File: config.mk
export PLATFORM = sky130hd
export DESIGN_NAME = packed_float_dequantizer_core
export DESIGN_NICKNAME = d
export VERILOG_FILES = /design/src/hw/rtl/pfdq_pkg.sv /design/src/hw/rtl/packed_float_dequantizer_core.sv /design/src/hw/rtl/pfdq_div.sv /design/src/hw/rtl/pfdq_dp.sv /design/src/hw/rtl/pfdq_ctrl.sv
export SDC_FILE = /design/constraint.sdc
export NUM_CORES = 2
export LEC_CHECK = 0
export BUFFER_PORTS_ARGS = -buffer_cell sky130_fd_sc_hd__clkbuf_2
export CAP_MARGIN = 20
export CORE_AREA = 2 2 446 448
export CTS_CLUSTER_DIAMETER = 100
export DETAILED_ROUTE_END_ITERATION = 10
export DIE_AREA = 0 0 448 450
export PLACE_DENSITY = 0.59
export RECOVER_POWER = 50
export SLEW_MARGIN = 20
export SYNTH_ARGS = -nofsm -noshare
export SYNTH_HDL_FRONTEND = slang
export SYNTH_SLANG_ARGS = --single-unit
File: constraint.sdc
create_clock -name clk -period 20 [get_ports clk]
set_input_delay 4 -clock clk [delete_from_list [all_inputs] [get_ports clk]]
set_output_delay 4 -clock clk [all_outputs]
set_load 0.01 [all_outputs]
File: src/hw/rtl/pfdq_pkg.sv
package pfdq_pkg;

    localparam int BUF_W   = 38;
    localparam int CNT_W   = 6;
    localparam int CODE_W  = 31;
    localparam int VAL_W   = 32;
    localparam int SEEN_W  = 25;
    localparam int ITEM_W  = 24;
    localparam int SIZE_W  = 5;
    localparam int IDX_W   = 3;
    localparam int CFG_W   = 32;
    localparam int PROD_W  = CODE_W + VAL_W;
    localparam int QUO_W   = 32;
    localparam int STEPS   = QUO_W / 2;
    localparam int STEP_W  = $clog2(STEPS);
    localparam int RES_W   = 4;
    localparam int MAX_RES = 8;

    localparam logic [IDX_W-1:0] REG_BIT_SIZE   = 3'd0;
    localparam logic [IDX_W-1:0] REG_RANGE_Q    = 3'd1;
    localparam logic [IDX_W-1:0] REG_START_Q    = 3'd2;
    localparam logic [IDX_W-1:0] REG_SKIP_ITEMS = 3'd3;
    localparam logic [IDX_W-1:0] REG_ITEM_COUNT = 3'd4;

    localparam logic [SIZE_W-1:0] BIT_SIZE_RESET = 5'd8;
    localparam logic [CFG_W-1:0]  RANGE_Q_RESET  = 32'h0001_0000;

    typedef enum logic [4:0] {
        ST_IDLE = 5'b00001,
        ST_SCAN = 5'b00010,
        ST_MUL  = 5'b00100,
        ST_DIV  = 5'b01000,
        ST_OUT  = 5'b10000
    } state_t;

    typedef struct packed {
        logic accept;
        logic extract;
        logic div_start;
        logic out_load;
    } cmd_t;

    typedef struct packed {
        logic drop;
        logic can_extract;
        logic emit;
        logic div_busy;
        logic out_free;
    } status_t;

endpackage

File: src/hw/rtl/packed_float_dequantizer_core.sv
// Takes one byte per accept; a byte that is dropped frees the input again in the next cycle.
// A byte that is kept is scanned code by code; each emitted code passes the MUL, DIV and OUT states,
// where DIV waits on the radix-4 divider; up to eight codes are emitted per byte.
// A result word waits in the output register while the next byte is accepted.
// Reset is asynchronous and active low; it loads the register defaults and empties the buffer.
module packed_float_dequantizer_core (
    input  logic        clk,
    input  logic        rst_n,
    input  logic        cfg_we,
    input  logic [2:0]  cfg_index,
    input  logic [31:0] cfg_wdata,
    input  logic        s_axis_tvalid,
    output logic        s_axis_tready,
    input  logic [7:0]  s_axis_tdata,   // data_byte
    input  logic        s_axis_tuser,   // stream_start
    output logic        m_axis_tvalid,
    input  logic        m_axis_tready,
    output logic [63:0] m_axis_tdata,   // raw_code[30:0], value_q[62:31], zero[63]
    output logic        m_axis_tlast    // last_code
);
    import pfdq_pkg::*;

    cmd_t              cmd;
    status_t           status;
    logic [CODE_W-1:0] raw_code;
    logic [VAL_W-1:0]  value_q;

    pfdq_ctrl u_ctrl (
        .clk      (clk),
        .rst_n    (rst_n),
        .in_valid (s_axis_tvalid),
        .in_ready (s_axis_tready),
        .status   (status),
        .cmd      (cmd)
    );

    pfdq_dp u_dp (
        .clk          (clk),
        .rst_n        (rst_n),
        .cfg_we       (cfg_we),
        .cfg_index    (cfg_index),
        .cfg_wdata    (cfg_wdata),
        .data_byte    (s_axis_tdata),
        .stream_start (s_axis_tuser),
        .cmd          (cmd),
        .status       (status),
        .out_ready    (m_axis_tready),
        .out_valid    (m_axis_tvalid),
        .raw_code     (raw_code),
        .value_q      (value_q),
        .last_code    (m_axis_tlast)
    );

    assign m_axis_tdata = {1'b0, value_q, raw_code};

endmodule

File: src/hw/rtl/pfdq_div.sv
module pfdq_div (
    input  logic                           clk,
    input  logic                           rst_n,
    input  logic                           start,
    input  logic [pfdq_pkg::PROD_W-1:0]    dividend,
    input  logic [pfdq_pkg::CODE_W-1:0]    divisor,
    output logic [pfdq_pkg::QUO_W-1:0]     quotient,
    output logic                           busy
);
    import pfdq_pkg::*;

    logic [CODE_W-1:0] rem_reg, rem_next;
    logic [QUO_W-1:0]  dvd_reg, dvd_next;
    logic [QUO_W-1:0]  quo_reg, quo_next;
    logic [CODE_W-1:0] den_reg, den_next;
    logic [STEP_W-1:0] step_reg, step_next;
    logic              busy_reg, busy_next;

    logic [CODE_W+1:0] part;
    logic [CODE_W+1:0] d1;
    logic [CODE_W+1:0] d2;
    logic [CODE_W+1:0] d3;
    logic [1:0]        digit;
    logic [CODE_W+1:0] diff;

    always_comb
    begin
        part = {rem_reg, dvd_reg[QUO_W-1 -: 2]};
        d1   = {2'b00, den_reg};
        d2   = {1'b0, den_reg, 1'b0};
        d3   = d1 + d2;
        if (part >= d3)
        begin
            digit = 2'd3;
            diff  = part - d3;
        end
        else if (part >= d2)
        begin
            digit = 2'd2;
            diff  = part - d2;
        end
        else if (part >= d1)
        begin
            digit = 2'd1;
            diff  = part - d1;
        end
        else
        begin
            digit = 2'd0;
            diff  = part;
        end
    end

    always_comb
    begin
        rem_next  = rem_reg;
        dvd_next  = dvd_reg;
        quo_next  = quo_reg;
        den_next  = den_reg;
        step_next = step_reg;
        busy_next = busy_reg;
        if (start)
        begin
            rem_next  = dividend[PROD_W-1 -: CODE_W];
            dvd_next  = dividend[QUO_W-1:0];
            den_next  = divisor;
            step_next = '0;
            busy_next = 1'b1;
        end
        else if (busy_reg)
        begin
            rem_next  = diff[CODE_W-1:0];
            dvd_next  = {dvd_reg[QUO_W-3:0], 2'b00};
            quo_next  = {quo_reg[QUO_W-3:0], digit};
            step_next = step_reg + 1'b1;
            if (step_reg == STEP_W'(STEPS - 1))
            begin
                busy_next = 1'b0;
            end
        end
    end

    always_ff @(posedge clk or negedge rst_n)
    begin
        if (!rst_n)
        begin
            step_reg <= '0;
            busy_reg <= 1'b0;
        end
        else
        begin
            step_reg <= step_next;
            busy_reg <= busy_next;
        end
    end

    always_ff @(posedge clk)
    begin
        rem_reg <= rem_next;
        dvd_reg <= dvd_next;
        quo_reg <= quo_next;
        den_reg <= den_next;
    end

    assign quotient = quo_reg;
    assign busy     = busy_reg;

endmodule

File: src/hw/rtl/pfdq_dp.sv
module pfdq_dp (
    input  logic                          clk,
    input  logic                          rst_n,
    input  logic                          cfg_we,
    input  logic [pfdq_pkg::IDX_W-1:0]    cfg_index,
    input  logic [pfdq_pkg::CFG_W-1:0]    cfg_wdata,
    input  logic [7:0]                    data_byte,
    input  logic                          stream_start,
    input  pfdq_pkg::cmd_t                cmd,
    output pfdq_pkg::status_t             status,
    input  logic                          out_ready,
    output logic                          out_valid,
    output logic [pfdq_pkg::CODE_W-1:0]   raw_code,
    output logic [pfdq_pkg::VAL_W-1:0]    value_q,
    output logic                          last_code
);
    import pfdq_pkg::*;

    logic [SIZE_W-1:0] bit_size_reg;
    logic [VAL_W-1:0]  range_q_reg;
    logic [VAL_W-1:0]  start_q_reg;
    logic [ITEM_W-1:0] skip_items_reg;
    logic [ITEM_W-1:0] item_count_reg;

    logic [BUF_W-1:0]  buf_reg, buf_next;
    logic [CNT_W-1:0]  bits_reg, bits_next;
    logic [SEEN_W-1:0] seen_reg, seen_next;
    logic [CODE_W-1:0] code_reg, code_next;
    logic              last_reg, last_next;

    logic              out_valid_reg;
    logic [CODE_W-1:0] out_code_reg;
    logic [VAL_W-1:0]  out_value_reg;
    logic              out_last_reg;

    logic [SEEN_W-1:0] total;
    logic [SEEN_W-1:0] seen_eff;
    logic [BUF_W-1:0]  buf_eff;
    logic [CNT_W-1:0]  bits_eff;
    logic [CODE_W-1:0] mask;
    logic [CODE_W-1:0] code_now;
    logic              range_neg;
    logic [VAL_W-1:0]  mag;
    logic [PROD_W-1:0] product;
    logic [QUO_W-1:0]  quotient;
    logic              div_busy;
    logic [VAL_W-1:0]  signed_q;

    assign total    = {1'b0, skip_items_reg} + {1'b0, item_count_reg};
    assign seen_eff = stream_start ? '0 : seen_reg;
    assign buf_eff  = stream_start ? '0 : buf_reg;
    assign bits_eff = stream_start ? '0 : bits_reg;
    assign mask     = {CODE_W{1'b1}} >> (5'(CODE_W) - bit_size_reg);
    assign code_now = buf_reg[CODE_W-1:0] & mask;

    assign range_neg = range_q_reg[VAL_W-1];
    assign mag       = range_neg ? (VAL_W'(0) - range_q_reg) : range_q_reg;
    assign product   = PROD_W'(code_reg) * PROD_W'(mag);
    assign signed_q  = range_neg ? (VAL_W'(0) - quotient) : quotient;

    pfdq_div u_div (
        .clk      (clk),
        .rst_n    (rst_n),
        .start    (cmd.div_start),
        .dividend (product),
        .divisor  (mask),
        .quotient (quotient),
        .busy     (div_busy)
    );

    always_comb
    begin
        status.drop        = (bit_size_reg == '0) || (seen_eff >= total);
        status.can_extract = ({1'b0, bit_size_reg} <= bits_reg) && (seen_reg < total);
        status.emit        = seen_reg >= {1'b0, skip_items_reg};
        status.div_busy    = div_busy;
        status.out_free    = !out_valid_reg || out_ready;
    end

    always_comb
    begin
        buf_next  = buf_reg;
        bits_next = bits_reg;
        seen_next = seen_reg;
        code_next = code_reg;
        last_next = last_reg;
        if (cmd.accept)
        begin
            buf_next  = buf_eff;
            bits_next = bits_eff;
            seen_next = seen_eff;
            if (!status.drop)
            begin
                buf_next  = buf_eff | (BUF_W'(data_byte) << bits_eff);
                bits_next = bits_eff + CNT_W'(8);
            end
        end
        else if (cmd.extract)
        begin
            buf_next  = buf_reg >> bit_size_reg;
            bits_next = bits_reg - {1'b0, bit_size_reg};
            seen_next = seen_reg + 1'b1;
            code_next = code_now;
            last_next = (seen_reg + 1'b1) == total;
        end
        if (cfg_we && (cfg_index == REG_BIT_SIZE))
        begin
            buf_next  = '0;
            bits_next = '0;
        end
    end

    always_ff @(posedge clk or negedge rst_n)
    begin
        if (!rst_n)
        begin
            bit_size_reg   <= BIT_SIZE_RESET;
            range_q_reg    <= RANGE_Q_RESET;
            start_q_reg    <= '0;
            skip_items_reg <= '0;
            item_count_reg <= '0;
            buf_reg        <= '0;
            bits_reg       <= '0;
            seen_reg       <= '0;
            out_valid_reg  <= 1'b0;
        end
        else
        begin
            buf_reg  <= buf_next;
            bits_reg <= bits_next;
            seen_reg <= seen_next;
            if (cfg_we)
            begin
                unique case (cfg_index)
                    REG_BIT_SIZE:   bit_size_reg   <= cfg_wdata[SIZE_W-1:0];
                    REG_RANGE_Q:    range_q_reg    <= cfg_wdata;
                    REG_START_Q:    start_q_reg    <= cfg_wdata;
                    REG_SKIP_ITEMS: skip_items_reg <= cfg_wdata[ITEM_W-1:0];
                    REG_ITEM_COUNT: item_count_reg <= cfg_wdata[ITEM_W-1:0];
                    default:        ;
                endcase
            end
            if (cmd.out_load)
            begin
                out_valid_reg <= 1'b1;
            end
            else if (out_ready)
            begin
                out_valid_reg <= 1'b0;
            end
        end
    end

    always_ff @(posedge clk)
    begin
        code_reg <= code_next;
        last_reg <= last_next;
        if (cmd.out_load)
        begin
            out_code_reg  <= code_reg;
            out_value_reg <= signed_q + start_q_reg;
            out_last_reg  <= last_reg;
        end
    end

    assign out_valid = out_valid_reg;
    assign raw_code  = out_code_reg;
    assign value_q   = out_value_reg;
    assign last_code = out_last_reg;

endmodule

File: src/hw/rtl/pfdq_ctrl.sv
module pfdq_ctrl (
    input  logic                clk,
    input  logic                rst_n,
    input  logic                in_valid,
    output logic                in_ready,
    input  pfdq_pkg::status_t   status,
    output pfdq_pkg::cmd_t      cmd
);
    import pfdq_pkg::*;

    state_t           state_reg, state_next;
    logic [RES_W-1:0] n_reg, n_next;

    always_comb
    begin
        state_next    = state_reg;
        n_next        = n_reg;
        cmd.accept    = 1'b0;
        cmd.extract   = 1'b0;
        cmd.div_start = 1'b0;
        cmd.out_load  = 1'b0;
        in_ready      = 1'b0;
        unique case (state_reg)
            ST_IDLE:
            begin
                in_ready = 1'b1;
                if (in_valid)
                begin
                    cmd.accept = 1'b1;
                    n_next     = '0;
                    if (!status.drop)
                    begin
                        state_next = ST_SCAN;
                    end
                end
            end
            ST_SCAN:
            begin
                if (status.can_extract && (n_reg < RES_W'(MAX_RES)))
                begin
                    cmd.extract = 1'b1;
                    if (status.emit)
                    begin
                        n_next     = n_reg + 1'b1;
                        state_next = ST_MUL;
                    end
                end
                else
                begin
                    state_next = ST_IDLE;
                end
            end
            ST_MUL:
            begin
                cmd.div_start = 1'b1;
                state_next    = ST_DIV;
            end
            ST_DIV:
            begin
                if (!status.div_busy)
                begin
                    state_next = ST_OUT;
                end
            end
            ST_OUT:
            begin
                if (status.out_free)
                begin
                    cmd.out_load = 1'b1;
                    state_next   = ST_SCAN;
                end
            end
            default:
            begin
                state_next = ST_IDLE;
            end
        endcase
    end

    always_ff @(posedge clk or negedge rst_n)
    begin
        if (!rst_n)
        begin
            state_reg <= ST_IDLE;
            n_reg     <= '0;
        end
        else
        begin
            state_reg <= state_next;
            n_reg     <= n_next;
        end
    end

endmodule
Word level (Yosys, flattened, before mapping)
Index checks and enable logic that the tools add are counted.

cells by class
  order comparisons = 8
  reduce and logical (&&, ||, !) cells = 23
  mux-type cells = 50
  add/subtract/negate cells = 14
  bitwise operators = 4
  shift operators = 3
  multipliers = 1
  equal/unequal tests = 18

operators by type and width
  cell                                                                  count
  38-bit 2-to-1 mux                                                     5
  31-bit 2-to-1 mux                                                     5
  32-bit 2-to-1 mux                                                     4
  31-bit subtractor                                                     3
  25-bit 2-to-1 mux                                                     3
  1-bit by 32-bit subtractor with 32-bit output (first input constant)  2
  31-bit by 32-bit multiplier with 63-bit output                        1
  38-bit OR                                                             1
  8-bit by 6-bit left shift with 38-bit output                          1
  38-bit by 5-bit >> shifter with 38-bit output                         1
  31-bit by 32-bit adder with 33-bit output                             1
  33-bit by 31-bit greater-or-equal comparator with 1-bit output        1
  33-bit by 32-bit greater-or-equal comparator with 1-bit output        1
  33-bit greater-or-equal comparator                                    1
  32-bit adder                                                          1
  31-bit bitwise AND                                                    1
  31-bit by 5-bit >> shifter with 31-bit output (first input constant)  1
  5-bit 2-to-1 mux                                                      6
  6-bit 2-to-1 mux                                                      5
  24-bit by 24-bit adder with 25-bit output                             1
  25-bit by 1-bit adder with 25-bit output (second input constant)      1
  25-bit == test                                                        1
  25-bit by 24-bit greater-or-equal comparator with 1-bit output        1
  25-bit greater-or-equal comparator                                    1
  other kinds (35)                                                      72

word-level totals
  input port bits = 49
  register bits = 423
  logic and storage cells = 145

Longest topological paths before layout
  depth after elaboration = 9
  mapped depth = 40
  gate-level depth less buffers = 39

Cells and area by module
Synthesis repeated with hierarchy kept, for this count alone.

second synthesis, totals
  cells, all modules = 7038
  area, all modules = 65083.7 um^2

by module, submodules not included
  module                         times used  cells each  sequential area each (um^2)  area each (um^2)
  pfdq_dp                        1           5687        7564.8                       52526.6
  pfdq_div                       1           1292        3908.7                       12027.8
  pfdq_ctrl                      1           57          226.5                        518.0
  packed_float_dequantizer_core  1           2           0.0                          11.3

Worst setup path after synthesis
Ideal clock, no wire load.

  path kind = register to register
  start = register u_dp.range_q_reg[0]
  end = register u_dp.u_div.rem_reg[28] (data pin)
  setup time = 0.256 ns
  stages on the path, launching flop included = 36
  setup slack = 10.129 ns
  arrival = 9.615 ns
  period minus slack after synthesis = 9.871 ns
  path buffers = 1
  cell sequence = dfrtp_1 inv_1 ha_1 nand2b_1 or3_1 or3_1 or4_1 or3_1 inv_1 nand3_1 o41ai_1 xnor2_1 clkbuf_1 nand2_1 fa_1 fa_1 fa_1 fa_1 inv_1 fa_1 fa_1 fa_1 inv_1 fa_1 inv_1 ha_1 a21oi_1 o21ai_0 nor2b_1 a2111o_1 nor4_1 a221o_1 o21ai_1 a221oi_1 a311oi_1 o22a_1

between the ends
  cells in the longest elaborated chain, start to end = 4

ends and longest elaborated chain
  item                                                line            text
  start, declared                                     pfdq_dp.sv:20   logic [VAL_W-1:0] range_q_reg;
  start signal, assigned                              pfdq_dp.sv:136  REG_RANGE_Q: range_q_reg <= cfg_wdata;
  1-bit by 32-bit subtractor with 32-bit output       pfdq_dp.sv:57   assign mag = range_neg ? (VAL_W'(0) - range_q_reg) : range_q_reg;
  32-bit 2-to-1 mux (*)                               pfdq_dp.sv:57
  31-bit by 32-bit multiplier with 63-bit output (*)  pfdq_dp.sv:58   assign product = PROD_W'(code_reg) * PROD_W'(mag);
  31-bit 2-to-1 mux (*)                               pfdq_div.sv:62  if (start)
  named net u_dp.u_div.rem_next[28]                   pfdq_div.sv:12  logic [CODE_W-1:0] rem_reg, rem_next;
  end signal, assigned                                pfdq_div.sv:99  rem_reg <= rem_next;
  end, declared                                       pfdq_div.sv:12

Mark *: on every way through the listed nets, which the timed path passes. The rest lies on a longest branch.
A chain may end at the register's enable or synchronous reset.

Final worst setup path
Same ends and word-level chain as after synthesis.

==> flow_metrics.tcl <==
set metrics [dict create \
    synth_cell_types 87 \
    cp_slowest_cell "fa_1" \
    synth_seq_cells 423 \
    nNetsFinal 8437 \
    fmax_ghz 0.0892 \
    io_pins 116 \
    ctsResizeCount 0 \
    cts_tree "done" \
    clk_path_buf_depth 3 \
    largest_reg_flops 38 \
    design.core.area_sq_mm 0.197 \
    drc_errors 0 \
    drt_wl_total_microns 201000 \
    worstPathMaxFanout 33 \
    critPathRequiredTime_ns 20.52 \
    critical-path-top-delay-family "adder cells" \
    design_area_sq_mm 0.0696 \
    first_pass_iters 5 \
    die_h_microns 450 \
    skew_ns 0.0326 \
    io_buffers 114 \
    critPathBufInv 7 \
    start_util_pct 32.8 \
    worstReg2RegStart "u_dp.range_q_reg[0]" \
    grt_max_degree 85 \
    drive_above_1_share_pct 6.78 \
    fin_util_pct 35.4 \
    clk_pin_slew_ns 0.06 \
    viasPerCell 5.29 \
    track_usage_pct 20.0 \
    grt_pass1_vias 53700 \
    vias 51200 \
    ant_nets 0 \
    hold_violations 0 \
    die_area_sq_mm 0.202 \
    ys_top_cells_by_area "fa_1, edfxtp_1, ha_1, dfrtp_1, inv_1" \
    holdWs_ns 0.498 \
    synth_fp_nets 8542 \
    numCtsBuffers 52 \
    min_from "u_dp.u_div.quotient[23]" \
    max_slew_margin_pct -202 \
    grt_pass1_wl_microns 317000 \
    tns_ns 0 \
    startpoint_type "flop" \
    critPathMostFrequentCell "fa_1" \
    h-tree-depth 2 \
    synth-edff-count 222 \
    syn_area_per_cell_sq_um 9.08 \
    synthFlopType "edfxtp_1" \
    numClockSinks 423 \
    fin_crit_sh_pct 56.1 \
    crit_path_max_incr_delay_ns 0.60 \
    synth_top_area_share_pct 27.1 \
    yosysWarningCount 0 \
    startpoint "u_dp.range_q_reg[0]" \
    slew_violations 1381 \
    die_w_microns 448 \
    routedWlPerCell_microns 20.7 \
    crit_type "flop to flop" \
    endpoint_kind "flop" \
    routabilityCongestion 0.956 \
    outcome "finished, violations left" \
    antenna_found_initial 14 \
    worst_slew_pin_slew_ns 4.53 \
    hp-class "flop to flop" \
    drt_iter0_drc 3616 \
    num_rows 163 \
    clockRootBuffer "clkbuf_16" \
    dp_hpwl_microns 156000 \
    grt_setup_unrepaired "no" \
    yosys.area.top_type "fa_1" \
    dpl_cell_area_sq_mm 0.0680 \
    ys_async_sr_fraction_pct 47.5 \
    synth_cells 7099 \
    layout-area-overhead-vs-synth_pct 7.93 \
    violations "max-capacitance violations, max-slew violations" \
    yosysSeqAreaShare_pct 18.1 \
    arrival_ns 11.73 \
    postCtsSetupBuffers 0 \
    final.min_clock_period_ns 11.21 \
    grt-ovfl-total 0 \
    clock_latency_ns 0.65 \
    syn_area_sq_mm 0.0645 \
    cap_violations 36 \
    finalSetupViolCount 0 \
    holdBufCountCts 0 \
]
synth_stat cells (32+ instances only):
master    count
a211oi_1     57
a21o_1      127
a21oi_1     318
a31oi_1      56
and2_1      562
and3_1       32
clkbuf_1    346
dfrtp_1     198
edfxtp_1    222
fa_1        873
ha_1        521
inv_1       958
mux2_2      118
mux2i_1      47
nand2_1     894
nand2b_1     51
nand3_1      80
nand4_1      57
nor2_1      284
nor2b_1      66
nor3_1       74
o211ai_1     45
o21a_1       33
o21ai_0     294
o31ai_1      39
or3_1        35
xnor2_1     191
xor2_1      130
cells in the final DEF (no fill, tap or decap), types with 45 or more instances in the layout:
master / Yosys / routed
inv_1: 958 / 958
nand2_1: 894 / 894
fa_1: 873 / 873
and2_1: 562 / 540
ha_1: 521 / 521
a21oi_1: 318 / 318
o21ai_0: 294 / 293
nor2_1: 284 / 282
edfxtp_1: 222 / 222
dfrtp_1: 198 / 197
xnor2_1: 191 / 165
a21o_1: 127 / 127
xor2_1: 130 / 127
mux2_2: 118 / 118
clkbuf_2: 0 / 113
nand3_1: 80 / 80
nor3_1: 74 / 74
nor2b_1: 66 / 66
buf_4: 1 / 66
nand4_1: 57 / 57
a31oi_1: 56 / 56
a211oi_1: 57 / 56
clkbuf_16: 0 / 55
nand2b_1: 51 / 51
mux2i_1: 47 / 47
o211ai_1: 45 / 45
per-layer routing:
| metal | track usage [%] | routed length, microns | part of all wire [%] | vias to the layer above |
|---|---|---|---|---|
| met3 | 2.41 | 10900 | 5.4 | 339 |
| met2 | 33.8 | 96300 | 48 | 1493 |
| met4 | 5.73 | 5930 | 3.0 | 14 |
| li1 | - | - | - | 23100 |
| met1 | 26.8 | 87500 | 44 | 26200 |
| met5 | 0 | 80 | 0.040 | - |
logic make-up after synthesis:
logic type	share of synthesized area [%]
buffers and inverters	7.82
adders and majority gates	37.2
DFF	18.1
AOI/OAI and AO/OA	12.1
other	0.00582
and+or+nand+nor	16.9
muxes	3.49
xor gates and xnor gates	4.40
stage by stage:
step                      instances  setup WS [ns]
after floorplan                7099          10.13
after global routing           9678           7.23
after detailed placement       9580           8.71
after CTS                      9678           8.72
final                          9681           8.79
after global placement         9579           8.88
path summary, 6_finish.rpt:
path	depth (start not counted)	endpoint	slack (ns)
min in group asynchronous	1	u_dp.start_q_reg[13]	4.94
hold / removal	0	u_dp.u_div.quotient[25]	0.50
setup reg to reg	37	u_dp.u_div.rem_reg[28]	8.79
hold reg to reg	0	u_dp.u_div.quotient[25]	0.50
max in group asynchronous	2	u_dp.bit_size_reg[0]	8.97
setup / recovery	37	u_dp.u_div.rem_reg[28]	8.79
layout make-up:
cell class                      instances  area (sq um)
Multi-Input combinational cell       5338         48000
Timing Repair Buffer                  217          1210
Inverter                              962          3610
Fill cell                           20200        127000
Clock inverter                         35           327
Antenna cell                            3          7.51
Tap cell                             2640          3300
Clock buffer                           63          1440
Sequential cell                       423         11700
Power is left out: the tool's default activity adds up to more than one toggle a clock period on the data nets, which glitch-free logic cannot reach.
